==> src/rtl/core/ssrc_pkg.sv <==
`timescale 1ns / 1ps
`default_nettype none

package ssrc_pkg;

   localparam int SAMPLE_W    = 16;
   localparam int SRC_RATE_W  = 16;
   localparam int DST_RATE_W  = 18;
   localparam int LEN_W       = 14;
   localparam int SLOT_W      = 13;
   localparam int ERR_W       = 21;
   localparam int STRIDE_W    = 8;
   localparam int CSR_INDEX_W = 8;
   localparam int CSR_DATA_W  = 32;

   typedef enum logic [CSR_INDEX_W-1:0] {
      REG_SOURCE_RATE   = 8'd0,
      REG_DEST_RATE     = 8'd1,
      REG_WORD_SWAP     = 8'd2,
      REG_BUFFER_LENGTH = 8'd3
   } reg_index_type;

   localparam logic [SRC_RATE_W-1:0] RESET_SOURCE_RATE   = 16'd16800;
   localparam logic [DST_RATE_W-1:0] RESET_DEST_RATE     = 18'd22050;
   localparam logic                  RESET_WORD_SWAP     = 1'b0;
   localparam logic [LEN_W-1:0]      RESET_BUFFER_LENGTH = 14'd2048;

   // error term and rounded stride for the reset rates
   localparam logic signed [ERR_W-1:0] RESET_ERROR =
      ERR_W'(2 * int'(RESET_SOURCE_RATE) - int'(RESET_DEST_RATE));
   localparam logic [STRIDE_W-1:0] RESET_STRIDE =
      STRIDE_W'((2 * int'(RESET_SOURCE_RATE) + int'(RESET_DEST_RATE))
                / (2 * int'(RESET_DEST_RATE)));
   localparam logic [STRIDE_W-1:0] STRIDE_MAX = '1;

   typedef struct packed {
      logic [SRC_RATE_W-1:0] source_rate;
      logic [DST_RATE_W-1:0] dest_rate;
      logic                  word_swap;
      logic [LEN_W-1:0]      buffer_length;
   } cfg_type;

   typedef struct packed {
      logic                busy;
      logic [STRIDE_W-1:0] stride;
   } stride_stat_type;

   // 2*source - dest, the value the error term restarts from
   function automatic logic signed [ERR_W-1:0] restart_value(
      input logic [SRC_RATE_W-1:0] src,
      input logic [DST_RATE_W-1:0] dst
   );
      return $signed(ERR_W'({src, 1'b0})) - $signed(ERR_W'(dst));
   endfunction

   // zero acts as one, anything above the buffer size acts as the buffer size
   function automatic logic [LEN_W-1:0] eff_length(
      input logic [LEN_W-1:0] len,
      input logic [LEN_W-1:0] max_len
   );
      logic [LEN_W-1:0] res;
      if (len == '0) begin
         res = LEN_W'(1);
      end else if (len > max_len) begin
         res = max_len;
      end else begin
         res = len;
      end
      return res;
   endfunction

endpackage

`default_nettype wire

==> src/rtl/core/ssrc_stride_div.sv <==
`timescale 1ns / 1ps
`default_nettype none

module ssrc_stride_div (
   input  wire logic                      clock,
   input  wire logic                      reset,
   input  wire logic                      start,
   input  wire ssrc_pkg::cfg_type         cfg,
   output      ssrc_pkg::stride_stat_type stat
);

   localparam int STRIDE_W = ssrc_pkg::STRIDE_W;
   localparam int NUM_W    = ssrc_pkg::DST_RATE_W + 1;
   localparam int SH_W     = NUM_W + STRIDE_W;
   localparam int BIT_W    = $clog2(STRIDE_W);

   typedef enum logic [1:0] {
      DIV_IDLE,
      DIV_LOAD,
      DIV_RUN
   } div_state_type;

   div_state_type       state_ff, state_in;
   logic [NUM_W-1:0]    rem_ff, rem_in;
   logic [SH_W-1:0]     dsh_ff, dsh_in;
   logic [STRIDE_W-1:0] quo_ff, quo_in;
   logic [BIT_W-1:0]    bit_ff, bit_in;
   logic [STRIDE_W-1:0] stride_ff, stride_in;

   logic [NUM_W-1:0] numer;
   logic [NUM_W-1:0] denom;
   logic             sat;
   logic             ge;
   logic [SH_W-1:0]  diff;

   // rounded quotient (2s + d) / (2d)
   assign numer = NUM_W'({cfg.source_rate, 1'b0}) + NUM_W'(cfg.dest_rate);
   assign denom = NUM_W'({cfg.dest_rate, 1'b0});
   assign sat   = SH_W'(numer) >= {denom, STRIDE_W'(0)};
   assign ge    = SH_W'(rem_ff) >= dsh_ff;
   assign diff  = SH_W'(rem_ff) - dsh_ff;

   always_comb begin
      state_in  = state_ff;
      rem_in    = rem_ff;
      dsh_in    = dsh_ff;
      quo_in    = quo_ff;
      bit_in    = bit_ff;
      stride_in = stride_ff;
      unique case (state_ff)
         DIV_IDLE: begin
         end
         DIV_LOAD: begin
            if (sat) begin
               stride_in = ssrc_pkg::STRIDE_MAX;
               state_in  = DIV_IDLE;
            end else begin
               rem_in   = numer;
               dsh_in   = SH_W'({denom, (STRIDE_W - 1)'(0)});
               quo_in   = '0;
               bit_in   = BIT_W'(STRIDE_W - 1);
               state_in = DIV_RUN;
            end
         end
         DIV_RUN: begin
            if (ge) begin
               rem_in = NUM_W'(diff);
            end
            quo_in = {quo_ff[STRIDE_W-2:0], ge};
            dsh_in = dsh_ff >> 1;
            bit_in = bit_ff - BIT_W'(1);
            if (bit_ff == '0) begin
               // a stride that rounds to nothing still moves one frame
               stride_in = (quo_in == '0) ? STRIDE_W'(1) : quo_in;
               state_in  = DIV_IDLE;
            end
         end
         default: begin
            state_in = DIV_IDLE;
         end
      endcase
      if (start) begin
         state_in = DIV_LOAD;
      end
   end

   always_ff @(posedge clock) begin
      if (reset) begin
         state_ff  <= DIV_IDLE;
         stride_ff <= ssrc_pkg::RESET_STRIDE;
      end else begin
         state_ff  <= state_in;
         stride_ff <= stride_in;
      end
      rem_ff <= rem_in;
      dsh_ff <= dsh_in;
      quo_ff <= quo_in;
      bit_ff <= bit_in;
   end

   assign stat.busy   = state_ff != DIV_IDLE;
   assign stat.stride = stride_ff;

endmodule

`default_nettype wire

==> src/rtl/core/ssrc_frame_core.sv <==
`timescale 1ns / 1ps
`default_nettype none

module ssrc_frame_core #(
   parameter int MAX_BUFFER_FRAMES = 8192,
   parameter int MAX_REPEAT        = 64
) (
   input  wire logic                                  clock,
   input  wire logic                                  reset,
   input  wire ssrc_pkg::cfg_type                     cfg,
   input  wire logic [ssrc_pkg::STRIDE_W-1:0]         stride,
   input  wire logic                                  in_take,
   input  wire logic signed [ssrc_pkg::SAMPLE_W-1:0]  in_first_word,
   input  wire logic signed [ssrc_pkg::SAMPLE_W-1:0]  in_second_word,
   input  wire logic                                  in_chunk_start,
   output      logic                                  in_ready,
   output      logic                                  out_valid,
   input  wire logic                                  out_stall,
   output      logic signed [ssrc_pkg::SAMPLE_W-1:0]  out_low_slot_sample,
   output      logic signed [ssrc_pkg::SAMPLE_W-1:0]  out_high_slot_sample,
   output      logic [ssrc_pkg::SLOT_W-1:0]           out_slot_position,
   output      logic                                  out_buffer_full,
   output      logic                                  out_last_of_run
);

   localparam int POS_W      = $clog2(MAX_BUFFER_FRAMES);
   localparam int CNT_W      = $clog2(MAX_REPEAT + 1);
   localparam int ERR_W      = ssrc_pkg::ERR_W;
   localparam int LEN_W      = ssrc_pkg::LEN_W;
   localparam int OUT_SLOT_W = ssrc_pkg::SLOT_W;
   localparam int STRIDE_W   = ssrc_pkg::STRIDE_W;
   localparam int SAMPLE_W   = ssrc_pkg::SAMPLE_W;

   // input stage
   logic                       item_valid_ff, item_valid_in;
   logic signed [SAMPLE_W-1:0] first_ff, first_in;
   logic signed [SAMPLE_W-1:0] second_ff, second_in;
   logic                       start_ff, start_in;
   logic [CNT_W-1:0]           cnt_ff, cnt_in;

   // stepping state
   logic signed [ERR_W-1:0] err_ff, err_in;
   logic [STRIDE_W-1:0]     skip_ff, skip_in;
   logic [POS_W-1:0]        pos_ff, pos_in;

   // result stage
   logic                       rsp_valid_ff, rsp_valid_in;
   logic signed [SAMPLE_W-1:0] low_ff, low_in;
   logic signed [SAMPLE_W-1:0] high_ff, high_in;
   logic [OUT_SLOT_W-1:0]      slot_ff, slot_in;
   logic                       full_ff, full_in;
   logic                       last_ff, last_in;

   logic                    up_mode;
   logic signed [ERR_W-1:0] restart;
   logic signed [ERR_W-1:0] step_adv;
   logic signed [ERR_W-1:0] step_hold;
   logic signed [ERR_W-1:0] cur_err;
   logic [STRIDE_W-1:0]     cur_skip;
   logic [CNT_W-1:0]        cnt_next;
   logic                    rep_cap;
   logic                    up_done;
   logic                    emit_want;
   logic                    run_done;
   logic                    out_free;
   logic                    step;
   logic                    emit;
   logic [LEN_W-1:0]        len;
   logic [LEN_W-1:0]        pos_next;
   logic                    wrap;

   assign up_mode   = cfg.dest_rate > ssrc_pkg::DST_RATE_W'(cfg.source_rate);
   assign restart   = ssrc_pkg::restart_value(cfg.source_rate, cfg.dest_rate);
   assign step_hold = $signed(ERR_W'({cfg.source_rate, 1'b0}));
   assign step_adv  = step_hold - $signed(ERR_W'({cfg.dest_rate, 1'b0}));

   // a chunk start restarts the error term and the stride on the frame's first step
   assign cur_err   = start_ff ? restart : err_ff;
   assign cur_skip  = start_ff ? '0 : skip_ff;
   assign cnt_next  = cnt_ff + CNT_W'(1);
   assign rep_cap   = cnt_next >= CNT_W'(MAX_REPEAT);
   assign up_done   = !cur_err[ERR_W-1] || rep_cap;
   assign emit_want = up_mode || (cur_skip == '0);
   assign run_done  = up_mode ? up_done : 1'b1;

   assign out_free  = !rsp_valid_ff || !out_stall;
   assign step      = item_valid_ff && (out_free || !emit_want);
   assign emit      = step && emit_want;
   assign in_ready  = !item_valid_ff || (step && run_done);

   assign len      = ssrc_pkg::eff_length(cfg.buffer_length, LEN_W'(MAX_BUFFER_FRAMES));
   assign pos_next = LEN_W'(pos_ff) + LEN_W'(1);
   assign wrap     = pos_next >= len;

   always_comb begin
      item_valid_in = item_valid_ff;
      first_in      = first_ff;
      second_in     = second_ff;
      start_in      = start_ff;
      cnt_in        = cnt_ff;
      err_in        = err_ff;
      skip_in       = skip_ff;
      pos_in        = pos_ff;
      rsp_valid_in  = rsp_valid_ff;
      low_in        = low_ff;
      high_in       = high_ff;
      slot_in       = slot_ff;
      full_in       = full_ff;
      last_in       = last_ff;

      if (step) begin
         start_in = 1'b0;
         if (up_mode) begin
            skip_in = '0;
            priority if (!cur_err[ERR_W-1]) begin
               err_in = cur_err + step_adv;
            end else if (rep_cap) begin
               // leave the frame anyway, restart the term
               err_in = restart;
            end else begin
               err_in = cur_err + step_hold;
            end
            cnt_in = up_done ? '0 : cnt_next;
         end else begin
            err_in  = cur_err;
            cnt_in  = '0;
            skip_in = emit_want ? (stride - STRIDE_W'(1)) : (cur_skip - STRIDE_W'(1));
         end
         if (run_done) begin
            item_valid_in = 1'b0;
         end
      end

      if (emit) begin
         rsp_valid_in = 1'b1;
         low_in       = cfg.word_swap ? first_ff : second_ff;
         high_in      = cfg.word_swap ? second_ff : first_ff;
         slot_in      = OUT_SLOT_W'(pos_ff);
         full_in      = wrap;
         last_in      = run_done;
         pos_in       = wrap ? '0 : POS_W'(pos_next);
      end else if (!out_stall) begin
         rsp_valid_in = 1'b0;
      end

      if (in_take) begin
         item_valid_in = 1'b1;
         first_in      = in_first_word;
         second_in     = in_second_word;
         start_in      = in_chunk_start;
         cnt_in        = '0;
      end
   end

   always_ff @(posedge clock) begin
      if (reset) begin
         item_valid_ff <= 1'b0;
         start_ff      <= 1'b0;
         cnt_ff        <= '0;
         err_ff        <= ssrc_pkg::RESET_ERROR;
         skip_ff       <= '0;
         pos_ff        <= '0;
         rsp_valid_ff  <= 1'b0;
      end else begin
         item_valid_ff <= item_valid_in;
         start_ff      <= start_in;
         cnt_ff        <= cnt_in;
         err_ff        <= err_in;
         skip_ff       <= skip_in;
         pos_ff        <= pos_in;
         rsp_valid_ff  <= rsp_valid_in;
      end
      first_ff  <= first_in;
      second_ff <= second_in;
      low_ff    <= low_in;
      high_ff   <= high_in;
      slot_ff   <= slot_in;
      full_ff   <= full_in;
      last_ff   <= last_in;
   end

   assign out_valid            = rsp_valid_ff;
   assign out_low_slot_sample  = low_ff;
   assign out_high_slot_sample = high_ff;
   assign out_slot_position    = slot_ff;
   assign out_buffer_full      = full_ff;
   assign out_last_of_run      = last_ff;

endmodule

`default_nettype wire

==> src/rtl/core/stereo_sample_rate_converter.sv <==
// An accepted frame is registered in the input stage; its results are registered in the result stage.
// Throughput: at most one result per cycle, with rsp_stall low and the divider idle; a frame
//   holds the input stage through its last step, and the next frame enters at that step's edge.
// A source_rate or dest_rate write re-runs the stride divider (shift-subtract, one quotient bit
//   a cycle): frames stall in the write cycle and while the divider is busy.
// Reset (synchronous): registers to defaults, stride 1, both stages empty; no clearing pass.
`timescale 1ns / 1ps
`default_nettype none

module stereo_sample_rate_converter #(
   parameter int MAX_BUFFER_FRAMES = 8192,
   parameter int MAX_REPEAT        = 64
) (
   input  wire logic                                  clock,
   input  wire logic                                  reset,
   input  wire logic                                  req_valid,
   output      logic                                  req_stall,
   input  wire logic signed [ssrc_pkg::SAMPLE_W-1:0]  req_first_word,
   input  wire logic signed [ssrc_pkg::SAMPLE_W-1:0]  req_second_word,
   input  wire logic                                  req_chunk_start,
   output      logic                                  rsp_valid,
   input  wire logic                                  rsp_stall,
   output      logic signed [ssrc_pkg::SAMPLE_W-1:0]  rsp_low_slot_sample,
   output      logic signed [ssrc_pkg::SAMPLE_W-1:0]  rsp_high_slot_sample,
   output      logic [ssrc_pkg::SLOT_W-1:0]           rsp_slot_position,
   output      logic                                  rsp_buffer_full,
   output      logic                                  rsp_last_of_run,
   input  wire logic                                  csr_valid,
   output      logic                                  csr_ready,
   input  wire logic [ssrc_pkg::CSR_INDEX_W-1:0]      csr_index,
   input  wire logic [ssrc_pkg::CSR_DATA_W-1:0]       csr_wdata
);

   localparam int SRC_RATE_W = ssrc_pkg::SRC_RATE_W;
   localparam int DST_RATE_W = ssrc_pkg::DST_RATE_W;
   localparam int LEN_W      = ssrc_pkg::LEN_W;

   ssrc_pkg::cfg_type         cfg_ff, cfg_in;
   ssrc_pkg::stride_stat_type stride_stat;

   logic csr_write;
   logic rate_write;
   logic core_ready;
   logic req_take;

   assign csr_ready  = 1'b1;
   assign csr_write  = csr_valid && csr_ready;
   assign rate_write = csr_write && (csr_index == ssrc_pkg::REG_SOURCE_RATE ||
                                     csr_index == ssrc_pkg::REG_DEST_RATE);

   always_comb begin
      cfg_in = cfg_ff;
      if (csr_write) begin
         unique case (csr_index)
            ssrc_pkg::REG_SOURCE_RATE:   cfg_in.source_rate   = csr_wdata[SRC_RATE_W-1:0];
            ssrc_pkg::REG_DEST_RATE:     cfg_in.dest_rate     = csr_wdata[DST_RATE_W-1:0];
            ssrc_pkg::REG_WORD_SWAP:     cfg_in.word_swap     = csr_wdata[0];
            ssrc_pkg::REG_BUFFER_LENGTH: cfg_in.buffer_length = csr_wdata[LEN_W-1:0];
            default: begin
               // drop writes to unmapped registers
            end
         endcase
      end
   end

   always_ff @(posedge clock) begin
      if (reset) begin
         cfg_ff.source_rate   <= ssrc_pkg::RESET_SOURCE_RATE;
         cfg_ff.dest_rate     <= ssrc_pkg::RESET_DEST_RATE;
         cfg_ff.word_swap     <= ssrc_pkg::RESET_WORD_SWAP;
         cfg_ff.buffer_length <= ssrc_pkg::RESET_BUFFER_LENGTH;
      end else begin
         cfg_ff <= cfg_in;
      end
   end

   ssrc_stride_div u_stride_div (
      .clock (clock),
      .reset (reset),
      .start (rate_write),
      .cfg   (cfg_ff),
      .stat  (stride_stat)
   );

   // hold frames off during a CSR write, while the stride is being worked out, or while the core cannot take one
   assign req_stall = csr_write || stride_stat.busy || !core_ready;
   assign req_take  = req_valid && !req_stall;

   ssrc_frame_core #(
      .MAX_BUFFER_FRAMES (MAX_BUFFER_FRAMES),
      .MAX_REPEAT        (MAX_REPEAT)
   ) u_frame_core (
      .clock                (clock),
      .reset                (reset),
      .cfg                  (cfg_ff),
      .stride               (stride_stat.stride),
      .in_take              (req_take),
      .in_first_word        (req_first_word),
      .in_second_word       (req_second_word),
      .in_chunk_start       (req_chunk_start),
      .in_ready             (core_ready),
      .out_valid            (rsp_valid),
      .out_stall            (rsp_stall),
      .out_low_slot_sample  (rsp_low_slot_sample),
      .out_high_slot_sample (rsp_high_slot_sample),
      .out_slot_position    (rsp_slot_position),
      .out_buffer_full      (rsp_buffer_full),
      .out_last_of_run      (rsp_last_of_run)
   );

   a_stride_nonzero: assert property (@(posedge clock) disable iff (reset)
      !stride_stat.busy |-> stride_stat.stride != '0)
      else $error("skip stride is zero once the divider has settled");

   a_rate_write_busy: assert property (@(posedge clock) disable iff (reset)
      rate_write |=> stride_stat.busy)
      else $error("rate write did not start the stride divider");

   a_run_continues: assert property (@(posedge clock) disable iff (reset)
      rsp_valid && !rsp_stall && !rsp_last_of_run |=> rsp_valid)
      else $error("repeat run broke off before its last beat");

endmodule

`default_nettype wire
==> config.mk <==
export PLATFORM = sky130hd
export DESIGN_NAME = stereo_sample_rate_converter
export DESIGN_NICKNAME = d
export VERILOG_FILES = /design/src/rtl/core/ssrc_pkg.sv /design/src/rtl/core/ssrc_stride_div.sv /design/src/rtl/core/ssrc_frame_core.sv /design/src/rtl/core/stereo_sample_rate_converter.sv
export SDC_FILE = /design/constraint.sdc
export NUM_CORES = 1
export LEC_CHECK = 0
export CAP_MARGIN = 20
export CORE_MARGIN = 2
export CORE_UTILIZATION = 35
export DETAILED_ROUTE_END_ITERATION = 7
export DONT_BUFFER_PORTS = 1
export MAX_ROUTING_LAYER = met4
export SLEW_MARGIN = 30
export SYNTH_ARGS = -nofsm -noshare
export SYNTH_HDL_FRONTEND = slang
export SYNTH_HIERARCHICAL = 1
export SYNTH_SLANG_ARGS = --single-unit
==> constraint.sdc <==
create_clock -name clock -period 4.8 [get_ports clock]
set_input_delay 0.96 -clock clock [delete_from_list [all_inputs] [get_ports clock]]
set_output_delay 0.96 -clock clock [all_outputs]
set_load 0.05 [all_outputs]
# Word level (Yosys, flattened, before mapping)
# Index checks and enable logic that the tools add are counted.
dict set report op_classes {
  addsub 11
  magnitude_cmp 6
  eq_ne 12
  muxes 39
  n_bitwise 1
  reduce_logical 42
}
# operator count
set ops {}
lappend ops {{21-bit two-way mux} 4}
lappend ops {{19-bit by 27-bit >= comparator with 1-bit output} 2}
lappend ops {{27-bit one-hot mux with 2 select lines} 1}
lappend ops {{8-bit two-way mux} 6}
lappend ops {{19-bit two-way mux} 2}
lappend ops {{19-bit one-hot mux with 2 select lines} 1}
lappend ops {{16-bit two-way mux} 2}
lappend ops {{14-bit two-way mux} 2}
lappend ops {{27-bit two-way mux} 1}
lappend ops {{8-bit zero test} 3}
lappend ops {{21-bit by 18-bit adder with 21-bit output} 1}
lappend ops {{21-bit adder} 1}
lappend ops {{7-bit two-way mux} 3}
lappend ops {{17-bit by 19-bit subtractor with 20-bit output} 1}
lappend ops {{17-bit by 18-bit adder with 19-bit output} 1}
lappend ops {{17-bit by 18-bit subtractor with 19-bit output} 1}
lappend ops {{19-bit subtractor} 1}
lappend ops {{18-bit by 16-bit greater-than comparator with 1-bit output} 1}
lappend ops {{8-bit by 2-bit == test with 1-bit output (second input constant)} 2}
lappend ops {{8-bit one-hot mux with 2 select lines} 1}
lappend ops {{2-bit AND reduction} 8}
lappend ops {{8-bit by 1-bit subtractor with 8-bit output (second input constant)} 2}
lappend ops {{13-bit by 1-bit adder with 14-bit output (second input constant)} 1}
lappend ops {{14-bit >= comparator} 1}
lappend ops {{27 further kinds} 62}
dict set report totals {
  reg_bits 246
  output_inout_bits 50
  word_cells 136
}

# Logic depth before layout (Yosys ltp)
# Gate-level depths: netlist of run 1.
dict set report logic_depth {
  word_depth 14
  mapped_depth 20
  ltp_nobuf 20
}

# Modules after synthesis
# Netlist of run 1, hierarchy kept.
# mod n_inst cells_per_inst area_per_inst_um2 seq_area_each_um2
set by_module_without_submodules {}
lappend by_module_without_submodules {ssrc_frame_core 1 1072 9848.2 3393.3}
lappend by_module_without_submodules {ssrc_stride_div 1 502 4672.0 1851.8}
lappend by_module_without_submodules {stereo_sample_rate_converter 1 199 2089.5 980.9}

# Worst setup path after synthesis of run 1
# No wires, ideal clock.
dict set report synth_timing {
  path_type {reg-to-reg}
  from {register cfg_ff[16] (netlist name)}
  to {register u_frame_core.err_ff[19]}
  setup_ns 0.086
  arrival_ns 4.591
  path_slack_ns 0.124
  stages_incl_launch_ff 20
  path_buffers 0
  path_cell_list {dfxtp_1 > inv_1 > ha_1 > nor2b_1 > o2111ai_1 > a21oi_1 > o41ai_1 > o21ai_0 > a311oi_1 > xnor2_1 > mux2_2 > ha_1 > or2_2 > a21o_1 > a21boi_0 > a41o_1 > o21bai_1 > mux2i_1 > a311oi_1 > a211oi_1}
}
dict set report synth_via {
  elab_chain_cells 6
  elab_cells_between_ends 13
}
# item line_no
set synth_rtl {}
lappend synth_rtl {{start, declared} stereo_sample_rate_converter.sv:38} ;# ssrc_pkg::cfg_type cfg_ff, cfg_in;
lappend synth_rtl {{start signal, assigned} stereo_sample_rate_converter.sv:73} ;# cfg_ff <= cfg_in;
lappend synth_rtl {{17-bit by 18-bit subtractor with 19-bit output} ssrc_pkg.sv:53} ;# return $signed(ERR_W'({src, 1'b0})) - $signed(ERR_W'(dst));
lappend synth_rtl {{21-bit two-way mux} ssrc_frame_core.sv:78} ;# assign cur_err = start_ff ? restart : err_ff;
lappend synth_rtl {{21-bit by 18-bit adder with 21-bit output} ssrc_frame_core.sv:121} ;# err_in = cur_err + step_hold;
lappend synth_rtl {{21-bit two-way mux} ssrc_frame_core.sv:117} ;# end else if (rep_cap) begin
lappend synth_rtl {{21-bit two-way mux} ssrc_frame_core.sv:115} ;# priority if (!cur_err[ERR_W-1]) begin
lappend synth_rtl {{21-bit two-way mux} ssrc_frame_core.sv:113} ;# if (up_mode) begin
lappend synth_rtl {{end signal, assigned} ssrc_frame_core.sv:160} ;# err_ff <= ssrc_pkg::RESET_ERROR;
lappend synth_rtl {{end signal, assigned} ssrc_frame_core.sv:168} ;# err_ff <= err_in;
lappend synth_rtl {{end, declared} ssrc_frame_core.sv:42} ;# logic signed [ERR_W-1:0] err_ff, err_in;
# Parallel ways exist; a longest one is shown, timed or not.
# A chain may end at the register's enable or synchronous reset.

# Worst setup path in the final report of run 1
dict set report layout_timing {
  from {register cfg_ff[33] (netlist name)}
  to {output port req_stall}
}
dict set report layout_via {
  elab_chain_cells 9
  elab_cells_between_ends 14
}
# item line_no
set layout_rtl {}
lappend layout_rtl {{17-bit by 18-bit subtractor with 19-bit output or 18-bit by 16-bit greater-than comparator with 1-bit output (tied branches)} {ssrc_pkg.sv:53, ssrc_frame_core.sv:72}}
lappend layout_rtl {{21-bit two-way mux or 1-bit logical OR (tied branches)} {ssrc_frame_core.sv:78, ssrc_frame_core.sv:83}}
lappend layout_rtl {{1-bit zero test, on equally long branches} {ssrc_frame_core.sv:82, ssrc_frame_core.sv:87}}
lappend layout_rtl {{1-bit logical OR, on equally long branches} {ssrc_frame_core.sv:82, ssrc_frame_core.sv:87}}
lappend layout_rtl {{1-bit two-way mux or 1-bit logical AND (tied branches)} {ssrc_frame_core.sv:84, ssrc_frame_core.sv:87}}
lappend layout_rtl {{1-bit logical AND *} ssrc_frame_core.sv:89} ;# assign in_ready = !item_valid_ff || (step && run_done);
lappend layout_rtl {{1-bit logical OR *} ssrc_frame_core.sv:89}
lappend layout_rtl {{via core_ready} stereo_sample_rate_converter.sv:43} ;# logic core_ready;
lappend layout_rtl {{1-bit zero test *} stereo_sample_rate_converter.sv:86} ;# assign req_stall = csr_write || stride_stat.busy || !core_ready;
lappend layout_rtl {{1-bit logical OR *} stereo_sample_rate_converter.sv:86}
lappend layout_rtl {{end, declared} stereo_sample_rate_converter.sv:17} ;# output logic req_stall,
# The timed path passes the listed nets; every way through them passes the cells marked *.

==> results.sh, run 1 <==
export IMPL_status="finished clean"
export IMPL_critPathKind="register to output pin"
export IMPL_drive_above_1_share_pct=12.0
export IMPL_ir_worst_vdd_v=0.000232
export IMPL_holdBufCountCts=0
export IMPL_setup_tns_ns=0
export IMPL_period_share_pct=94.9
export IMPL_required_ns=3.84
export IMPL_yosysUniqueCellTypes=95
export IMPL_avgRoutedWirePerCell_um=17.4
export IMPL_postRouteAntennaNets=0
export IMPL_timing_fmax_ghz=0.219
export IMPL_regArea_um2=6230
export IMPL_clock_sinks=244
export IMPL_worst_path_max_fanout=4
export IMPL_finalMaxSlewViolations=0
export IMPL_initial_core_util_pct=35.6
export IMPL_yosysSeqAreaShare_pct=37.5
export IMPL_synth_top_family_by_area="simple AND/OR/NAND/NOR gates"
export IMPL_syn2layout_area_growth_pct=12.6
export IMPL_cts_made_buffers=27
export IMPL_final_net_count=2029
export IMPL_ios=128
export IMPL_async_flop_share_pct=0
export IMPL_crit_top_cell="o21ai_2"
export IMPL_port_buffers=0
export IMPL_die_x_um=222
export IMPL_slew_headroom_pct=45.6
export IMPL_tightest_slew_ns=0.813
export IMPL_synth_area_per_cell_um2=9.37
export IMPL_p_leak_nw=7.57
export IMPL_worstSkewPairLatency_ns=0.58
export IMPL_cts_tree="built"
export IMPL_synth_area_um2=16600
export IMPL_dieArea_um2=49200
export IMPL_first_global_vias=12700
export IMPL_design_area_um2=18700
export IMPL_synth_ff_type="edfxtp_1"
export IMPL_crit_slowest_cell="fa_1"
export IMPL_grt_max_degree=117
export IMPL_track_usage_pct=17.3
export IMPL_max_cap_violations=0
export IMPL_wl_um=42200
export IMPL_clockRootBuffer="clkbuf_16"
export IMPL_die_h_um=222
export IMPL_final_cells=2423
export IMPL_critPathArrivalTime_ns=3.60
export IMPL_gp_congestion=0.902
export IMPL_dr_pass1_iters=5
export IMPL_ys_warn_count=6
export IMPL_powerDensity_nw_per_um2=286
export IMPL_path_clk_slew_ns=0.06
export IMPL_synth_nets=2007
export IMPL_hold_ws_ns=0.458
export IMPL_diodes=0
export IMPL_crit_path_start_kind="register"
export IMPL_first_iter_violations=949
export IMPL_total_power_mw=5.34
export IMPL_cp_end_kind="output pin"
export IMPL_hold_viol_final=0
export IMPL_synth_compound_area_share_pct=16.9
export IMPL_skew_ns=0.0257
export IMPL_min_path_type="register to register"
export IMPL_synth_seq_cells=244
export IMPL_synth_adder_area_share_pct=12.1
export IMPL_synthMuxAreaShare_pct=6.85
export IMPL_post_dp_hpwl_um=31700
export IMPL_gr_total_overflow=0
export IMPL_synth_edf_count=134
export IMPL_post_place_cells=2369
export IMPL_rows=79
export IMPL_cp_slowest_stage_delay_ns=0.44
export IMPL_fillers=4600
export IMPL_cts_max_level=1
export IMPL_multi_input_comb_area_um2=9910
export IMPL_synthSimpleGateAreaFrac_pct=17.5
export IMPL_synth_xor_area_share_pct=5.22
export IMPL_antenna_found_initial=0
export IMPL_num_vias=13000
export IMPL_placed_area_um2=17500
export IMPL_cp_cell_sequence="buf_4 > inv_1 > fa_1 > nor2b_2 > o31a_1 > o2111ai_2 > a211oi_2 > o21ai_2 > o211a_1 > and3_1 > o21ai_2 > nand2_1 > buf_12"
export IMPL_grt_pass1_wl_um=67500
export IMPL_vias_per_cell=5.38
export IMPL_layout_min_cycle_time_ns=4.56
export IMPL_synthCells=1773
export IMPL_coreArea_um2=46700
export IMPL_setup_violations=0
export IMPL_drc=0
export IMPL_cts_buffer_depth=3
[placed cells by master, fill, tap and decap left out, drive strengths merged, types with 21 or more instances in the layout]
master and n:
o21a 26, a211oi 23, xnor2 56, nor3 43, nor2 162, inv 101, nor2b 21, mux2 53
edfxtp 134, nand2b 80, buf 53, nand3 38, mux2i 54, dfxtp 110, nand2 163, ha 150
clkbuf 33, a21oi 95, a21o 29, o21ai 92, xor2 43
[synthesized netlist by cell type (14+ instances only)]
cell type	instances	share of area [%]
xor2_1	43	2.3
ha_1	150	11
xnor2_1	56	3.0
nor2b_1	21	0.79
nand3_1	38	1.1
dfxtp_1	110	13
o21a_1	25	1.1
inv_1	97	2.2
nand2b_1	80	3.0
nor3_1	43	1.3
o21ai_0	83	2.5
nor2_1	162	3.7
nand2_1	163	3.7
and3_1	14	0.53
a211oi_1	22	0.99
a21oi_1	93	2.8
clkbuf_1	47	1.1
a21o_1	29	1.3
o211ai_1	16	0.72
mux2_2	53	3.6
mux2i_1	54	3.3
edfxtp_1	134	24
[path summary, 6_finish.rpt]
check | from | to | slack [ns] | cells past startpoint
max reg2reg | cfg_ff[16] | u_frame_core/err_ff[20] | 0.27 | 22
max | cfg_ff[33] | req_stall | 0.24 | 13
min | u_frame_core/err_ff[9] | u_frame_core/err_ff[9] | 0.46 | 2
min reg2reg | u_frame_core/err_ff[9] | u_frame_core/err_ff[9] | 0.46 | 2
[stage by stage]
| step | util, % | worst slack (ns) |
|---|---|---|
| after floorplan | - | 0.124 |
| after global placement | 37.5 | 0.0428 |
| after detailed placement | 37.5 | -0.0609 |
| after CTS | 39.7 | 0.00848 |
| after global routing | 40.1 | -0.00903 |
| final | 40.1 | 0.243 |
[area by class of cell]
cell class                      instances  area share, %
Clock inverter                         17           1.24
Clock buffer                           33           4.13
Multi-Input combinational cell       1372           53.0
Sequential cell                       244           33.3
Tap cell                              607           4.06
Inverter                               97           1.95
Timing Repair Buffer                   53           2.33
[worst max-delay path: cells and delay by family (launching register included)]
family / cells / cell delay (ns)
AOI/OAI and AO/OA: 6 / 1.30
and+or+nand+nor: 3 / 0.54
adders and majority gates: 1 / 0.44
DFF: 1 / 0.37
buffers and inverters: 3 / 0.36
[where the power goes]
part,leakage (nW),switching [mW],internal (mW),total [mW]
combinational,4.96,0.372,0.278,0.649
clock,0.492,0.944,1.38,2.33
sequential,2.11,0.106,2.26,2.37
total,7.57,1.42,3.92,5.34
[repair_timing]
action,in CTS,in global routing
gates resized for setup,4,32
setup endpoints to repair,3,62
pin swaps,0,16
setup buffers,0,4
[flip-flops by register name, summed over array words and instances (netlist names), 16 cells and up]
name and flops:
u_frame_core/out_low_slot_sample 16, u_frame_core/first_ff 16, u_frame_core/out_high_slot_sample 16, u_stride_div/dsh_ff 26
u_frame_core/err_ff 20, cfg_ff 49, u_stride_div/rem_ff 19, u_frame_core/second_ff 16
[routing by layer]
layer	track usage, %	wire length, um	up-vias
met1	22.6	19800	6196
met4	4.71	886	0
met5	-	0	-
met2	28.2	19600	313
li1	-	-	6464
met3	2.24	1950	66
[cells by family (layout without fill, tap and decap cells)]
group,after synthesis,count (layout)
compound gates,409,409
xor+xnor,99,99
fa+ha+maj,157,157
buf+inv,157,200
flops,244,244
mux,107,107
other cells,1,1
simple gates,599,599
Power figures use the tool's default switching activity.
==> inputs of run 2 (changes only) <==
--- a/config.mk
+++ b/config.mk
@@ -8,9 +8,11 @@
 export CAP_MARGIN = 20
 export CORE_MARGIN = 2
 export CORE_UTILIZATION = 35
+export CTS_BUF_LIST = sky130_fd_sc_hd__clkbuf_8 sky130_fd_sc_hd__clkbuf_16
 export DETAILED_ROUTE_END_ITERATION = 7
 export DONT_BUFFER_PORTS = 1
 export MAX_ROUTING_LAYER = met4
+export RECOVER_POWER = 25
 export SLEW_MARGIN = 30
 export SYNTH_ARGS = -nofsm -noshare
 export SYNTH_HDL_FRONTEND = slang
==> results.sh, run 2 (synthesized netlist as in run 1, its figures left out) <==
export IMPL_r2r_slack_ns=0.27
export IMPL_cts_made_buffers=27
export IMPL_vias_per_cell=5.39
export IMPL_post_dp_hpwl_um=31700
export IMPL_setup_slack_ns=0.239
export IMPL_min_path_type="register to register"
export IMPL_postRouteAntennaNets=0
export IMPL_worst_path_buf_inv=3
export IMPL_drc=0
export IMPL_first_iter_violations=927
export IMPL_cts_buffer_depth=3
export IMPL_num_vias=13100
export IMPL_final_core_util_pct=40.0
export IMPL_dr_pass1_iters=5
export IMPL_p_leak_nw=7.56
export IMPL_avgRoutedWirePerCell_um=17.4
export IMPL_track_usage_pct=17.3
export IMPL_gp_congestion=0.902
export IMPL_regMostFlops="cfg_ff"
export IMPL_gr_total_overflow=0
export IMPL_die_h_um=222
export IMPL_period_share_pct=95.0
export IMPL_wl_um=42300
export IMPL_layout_cells_most_common_list="nand2_1, nor2_1, ha_1, edfxtp_1, dfxtp_1"
export IMPL_setup_violations=0
export IMPL_grt_max_degree=117
export IMPL_clockRootBuffer="clkbuf_16"
export IMPL_worstSkewPairLatency_ns=0.58
export IMPL_placed_area_um2=17500
export IMPL_design_area_um2=18700
export IMPL_hold_ws_ns=0.458
export IMPL_initial_core_util_pct=35.6
export IMPL_drive_above_1_share_pct=11.8
export IMPL_worst_path_max_fanout=4
export IMPL_power_switching_mw=1.42
export IMPL_coreArea_um2=46700
export IMPL_critPathKind="register to output pin"
export IMPL_internal_power_mw=3.92
export IMPL_cts_max_level=1
export IMPL_cp_top_family="compound AO/OA/AOI/OAI gates"
export IMPL_seqPwrFrac_pct=44.3
export IMPL_rows=79
export IMPL_critPathArrivalTime_ns=3.60
export IMPL_hold_viol_final=0
export IMPL_first_global_vias=12700
export IMPL_crit_slowest_cell="fa_1"
export IMPL_pwr_share_clk_pct=43.5
export IMPL_fillers=4606
export IMPL_pre_cts_slack_ns=-0.0609
export IMPL_die_x_um=222
export IMPL_top_regs="cfg_ff (49), u_stride_div/dsh_ff (26), u_frame_core/err_ff (20)"
export IMPL_swShare_pct=26.7
export IMPL_required_ns=3.84
export IMPL_tightest_slew_ns=2.06
export IMPL_final_net_count=2029
export IMPL_grt_pass1_wl_um=67500
export IMPL_ir_worst_vdd_v=0.000232
export IMPL_layout_min_cycle_time_ns=4.56
export IMPL_powerDensity_nw_per_um2=286
export IMPL_largest_reg_flops=49
export IMPL_crit_path_start_kind="register"
export IMPL_slew_headroom_pct=-37.4
export IMPL_combinationalPowerShare_pct=12.2
export IMPL_path_clk_slew_ns=0.07
export IMPL_dieArea_um2=49200
export IMPL_antenna_found_initial=0
export IMPL_clock_sinks=244
export IMPL_diodes=0
export IMPL_failed_checks="capacitance limit, slew limit"
export IMPL_port_buffers=0
export IMPL_ios=128
export IMPL_setup_tns_ns=0
export IMPL_max_cap_violations=2
export IMPL_timing_fmax_ghz=0.219
export IMPL_status="complete, but fails checks"
export IMPL_layout_commonest_cell="nand2_1"
export IMPL_syn2layout_area_growth_pct=12.4
export IMPL_cp_end_kind="output pin"
export IMPL_skew_ns=0.0276
export IMPL_finalMaxSlewViolations=86
export IMPL_cp_cell_sequence="buf_4 > inv_1 > fa_1 > nor2b_2 > o31a_1 > o2111ai_2 > a211oi_2 > o21ai_2 > o211a_1 > and3_1 > o21ai_2 > nand2_1 > buf_12"
export IMPL_cp_slowest_stage_delay_ns=0.44
export IMPL_cts_tree="built"
export IMPL_crit_top_cell="o21ai_2"
run 2: repair_timing:
action / 4_1_cts / 5_1_grt
resized for setup: 4 / 32
hold buffers: 0 / 0
setup endpoints to repair: 3 / 62
pin swaps: 0 / 16
setup buffers: 0 / 4
run 2: path summary, 6_finish.rpt:
check                                            start                 endpoint  cells after the start
worst max-delay path                        cfg_ff[33]                req_stall                     13
worst min-delay path            u_frame_core/err_ff[9]   u_frame_core/err_ff[9]                      2
worst max register to register              cfg_ff[16]  u_frame_core/err_ff[20]                     22
worst min register to register  u_frame_core/err_ff[9]   u_frame_core/err_ff[9]                      2
run 2: layout make-up:
class,instances,area [um^2],area share (%)
inverters,97,364,1.95
multi-input cells,1372,9890,53.0
flip-flops and latches,244,6230,33.3
repair buffers,53,428,2.29
clock inverters,19,240,1.29
well taps,607,759,4.07
clock buffers,31,764,4.09
run 2: metal layers:
| metal | vias up | share of wire [%] | GRT usage, % |
|---|---|---|---|
| met4 | 0 | 2.1 | 4.71 |
| met1 | 6221 | 47 | 22.6 |
| met2 | 308 | 46 | 28.2 |
| li1 | 6465 | - | - |
| met5 | - | 0 | - |
| met3 | 68 | 4.8 | 2.24 |
run 2: power groups by stage:
| stage | Combinational (mW) | Sequential, mW | Clock, mW |
|---|---|---|---|
| 6_report | 0.649 | 2.37 | 2.32 |
| 5_1_grt | 0.725 | 2.37 | 2.47 |
| 4_1_cts | 0.629 | 2.37 | 2.38 |
| 3_5_place_dp | 0.625 | 2.41 | 0 |
| 3_3_place_gp | 0.610 | 2.41 | 0 |
| 2_1_floorplan | 0.495 | 2.40 | 0 |
run 2: worst register-to-register path, cell delays in order, from the launching register on:
cell and delay (ns):
dfxtp_1 0.33, inv_1 0.06, buf_4 0.14, ha_1 0.32
nor2b_1 0.15, o21ai_1 0.17, a21boi_0 0.16, o21ai_0 0.18
nand2b_1 0.11, a31o_2 0.28, a21o_1 0.18, a21oi_1 0.17
xnor2_1 0.18, ha_1 0.31, nor3_1 0.20, a311o_1 0.22
o211ai_1 0.15, o41ai_1 0.34, buf_4 0.17, a211oi_1 0.05
a2111oi_2 0.28, xor2_1 0.16, o21ai_0 0.09
run 2: metrics by stage:
| step | std cells | total power [mW] |
|---|---|---|
| global route | 2423 | 5.57 |
| CTS | 2419 | 5.38 |
| floorplan | 1773 | 2.90 |
| finish | 2423 | 5.34 |
| detailed placement | 2369 | 3.04 |
| global placement | 2369 | 3.02 |
==> inputs of run 3 (changes only) <==
--- a/config.mk
+++ b/config.mk
@@ -11,6 +11,7 @@
 export CTS_BUF_LIST = sky130_fd_sc_hd__clkbuf_8 sky130_fd_sc_hd__clkbuf_16
 export DETAILED_ROUTE_END_ITERATION = 7
 export DONT_BUFFER_PORTS = 1
+export GPL_TIMING_DRIVEN = 0
 export MAX_ROUTING_LAYER = met4
 export RECOVER_POWER = 25
 export SLEW_MARGIN = 30
==> constraint.sdc (replaced) <==
create_clock -name clock -period 5.7 [get_ports clock]
set_input_delay 1.14 -clock clock [delete_from_list [all_inputs] [get_ports clock]]
set_output_delay 1.14 -clock clock [all_outputs]
set_load 0.05 [all_outputs]
==> results.sh, run 3 (synthesized netlist as in run 1, its figures left out) <==
export IMPL_gr_total_overflow=0
export IMPL_final_core_util_pct=39.2
export IMPL_initial_core_util_pct=35.6
export IMPL_setup_violations=0
export IMPL_r2r_start="cfg_ff[16]"
export IMPL_grt_use_met2_pct=29.7
export IMPL_critPathKind="register to register"
export IMPL_ir_worst_vdd_v=0.000175
export IMPL_ios=128
export IMPL_skew_ns=0.0102
export IMPL_postRouteAntennaNets=0
export IMPL_fillers=4607
export IMPL_min_to="u_frame_core/skip_ff[6]"
export IMPL_worst_path_buf_inv=1
export IMPL_track_usage_pct=18.7
export IMPL_period_share_pct=95.1
export IMPL_avgRoutedWirePerCell_um=18.5
export IMPL_post_dp_hpwl_um=35500
export IMPL_regToRegEndpoint="u_frame_core/err_ff[19]"
export IMPL_regMostFlops="cfg_ff"
export IMPL_required_ns=6.09
export IMPL_first_iter_violations=953
export IMPL_ff2ff_path_depth=19
export IMPL_drc=0
export IMPL_coreArea_um2=46700
export IMPL_layout_min_cycle_time_ns=5.42
export IMPL_cts_tree="built"
export IMPL_multi_input_comb_area_um2=9740
export IMPL_syn2layout_area_growth_pct=10.0
export IMPL_tightest_slew_ns=0.894
export IMPL_first_global_vias=12900
export IMPL_drive_above_1_share_pct=7.90
export IMPL_post_cts_setup_buffers=0
export IMPL_cts_made_buffers=26
export IMPL_clock_sinks=244
export IMPL_port_buffers=0
export IMPL_finalMaxSlewViolations=0
export IMPL_status="finished clean"
export IMPL_dr_pass1_iters=5
export IMPL_crit_slowest_cell="dfxtp_1"
export IMPL_crit_path_start_kind="register"
export IMPL_cp_cell_sequence="inv_1 > ha_1 > nor2b_1 > o2111ai_1 > a21oi_1 > o41ai_4 > o21ai_0 > a311oi_1 > xnor2_1 > mux2_2 > ha_1 > or2_2 > a21o_1 > a21boi_0 > a41o_1 > o21bai_1 > mux2i_1 > a311oi_1 > a211oi_1"
export IMPL_antenna_found_initial=1
export IMPL_max_cap_violations=0
export IMPL_rsz0062_at_grt="false"
export IMPL_path_clk_slew_ns=0.07
export IMPL_min_path_type="register to register"
export IMPL_die_h_um=222
export IMPL_gp_congestion=0.914
export IMPL_grt_util_met3_pct=3.01
export IMPL_die_x_um=222
export IMPL_final_net_count=2037
export IMPL_grt_max_degree=53
export IMPL_p_leak_nw=7.30
export IMPL_startpoint="cfg_ff[16]"
export IMPL_grt_util_met1_pct=24.1
export IMPL_cts_max_level=1
export IMPL_layout_cells_most_common_list="nor2_1, nand2_1, ha_1, edfxtp_1, dfxtp_1"
export IMPL_grt_pass1_wl_um=71300
export IMPL_placed_area_um2=17400
export IMPL_top_regs="cfg_ff (49), u_stride_div/dsh_ff (26), u_frame_core/err_ff (20)"
export IMPL_crit_cells=19
export IMPL_powerDensity_nw_per_um2=236
export IMPL_critPathArrivalTime_ns=5.82
export IMPL_timing_fmax_ghz=0.184
export IMPL_clockRootBuffer="clkbuf_16"
export IMPL_dieArea_um2=49200
export IMPL_design_area_um2=18300
export IMPL_num_vias=13200
export IMPL_cts_buffer_depth=3
export IMPL_cp_top_family="compound AO/OA/AOI/OAI gates"
export IMPL_hold_start="u_frame_core/skip_ff[6]"
export IMPL_rows=79
export IMPL_worstSkewPairLatency_ns=0.54
export IMPL_r2r_slack_ns=0.28
export IMPL_vias_per_cell=5.41
export IMPL_worst_path_max_fanout=6
export IMPL_hold_viol_final=0
export IMPL_cp_slowest_stage_delay_ns=0.53
export IMPL_regArea_um2=6230
export IMPL_cp_end_kind="register"
export IMPL_slew_headroom_pct=40.4
export IMPL_min_path_cells=2
export IMPL_grt_busiest_layer="met2"
export IMPL_largest_reg_flops=49
export IMPL_wl_um=45000
==> run 3: worst max-delay path by stage <==
| stage | end | slack (ns) |
|---|---|---|
| 2_1_floorplan | u_frame_core/err_ff[19] | 1.02 |
| 3_3_place_gp | u_stride_div/dsh_ff[19] | 0.02 |
| 3_5_place_dp | u_frame_core/err_ff[19] | -0.03 |
| 4_1_cts | req_stall | 0.02 |
| 5_1_grt | req_stall | 0.003 |
| 6_report | u_frame_core/err_ff[19] | 0.28 |
==> run 3: metal layers <==
| metal | routed length [um] | vias to the layer above |
|---|---|---|
| li1 | - | 6488 |
| met1 | 20600 | 6286 |
| met2 | 20500 | 323 |
| met3 | 2550 | 70 |
| met4 | 1410 | 0 |
| met5 | 0 | - |
==> run 3: area by class of cell <==
cell class,count,share of cell area [%]
inverters,97,2.01
diodes,2,0.0274
multi-input cells,1372,53.3
well taps,607,4.15
clock buffers,29,3.91
plain buffers,60,1.33
flip-flops and latches,244,34.1
repair buffers,2,0.219
clock inverters,19,1.01
==> run 3: metrics by stage <==
stage / TNS [ns] / cells / hold slack, ns / power (mW) / setup WS [ns]
after global routing: 0 / 2431 / 0.486 / 4.49 / 0.00304
after detailed placement: -0.0304 / 2382 / 0.452 / 2.58 / -0.0304
final: 0 / 2432 / 0.467 / 4.31 / 0.278
after global placement: 0 / 2380 / 0.445 / 2.56 / 0.0223
after CTS: 0 / 2430 / 0.462 / 4.35 / 0.0163
after floorplan: 0 / 1773 / 0.431 / 2.44 / 1.02
==> run 3: power by group <==
part	switching, mW	leakage, nW	internal [mW]
Combinational	0.336	4.74	0.218
Sequential	0.0873	2.11	1.90
Clock	0.726	0.443	1.04
Total	1.15	7.30	3.16
==> run 3: worst min-delay path: stages, from the launching register on <==
cell and delay, ns:
dfxtp_1 0.32, nand2_1 0.05, a21oi_1 0.05
==> run 3: repair_timing <==
item                       4_1_cts  5_1_grt
resized for setup                1        7
hold endpoints to repair         0        0
setup endpoints to repair        1        3
cloned                           0        0
hold buffers                     0        0
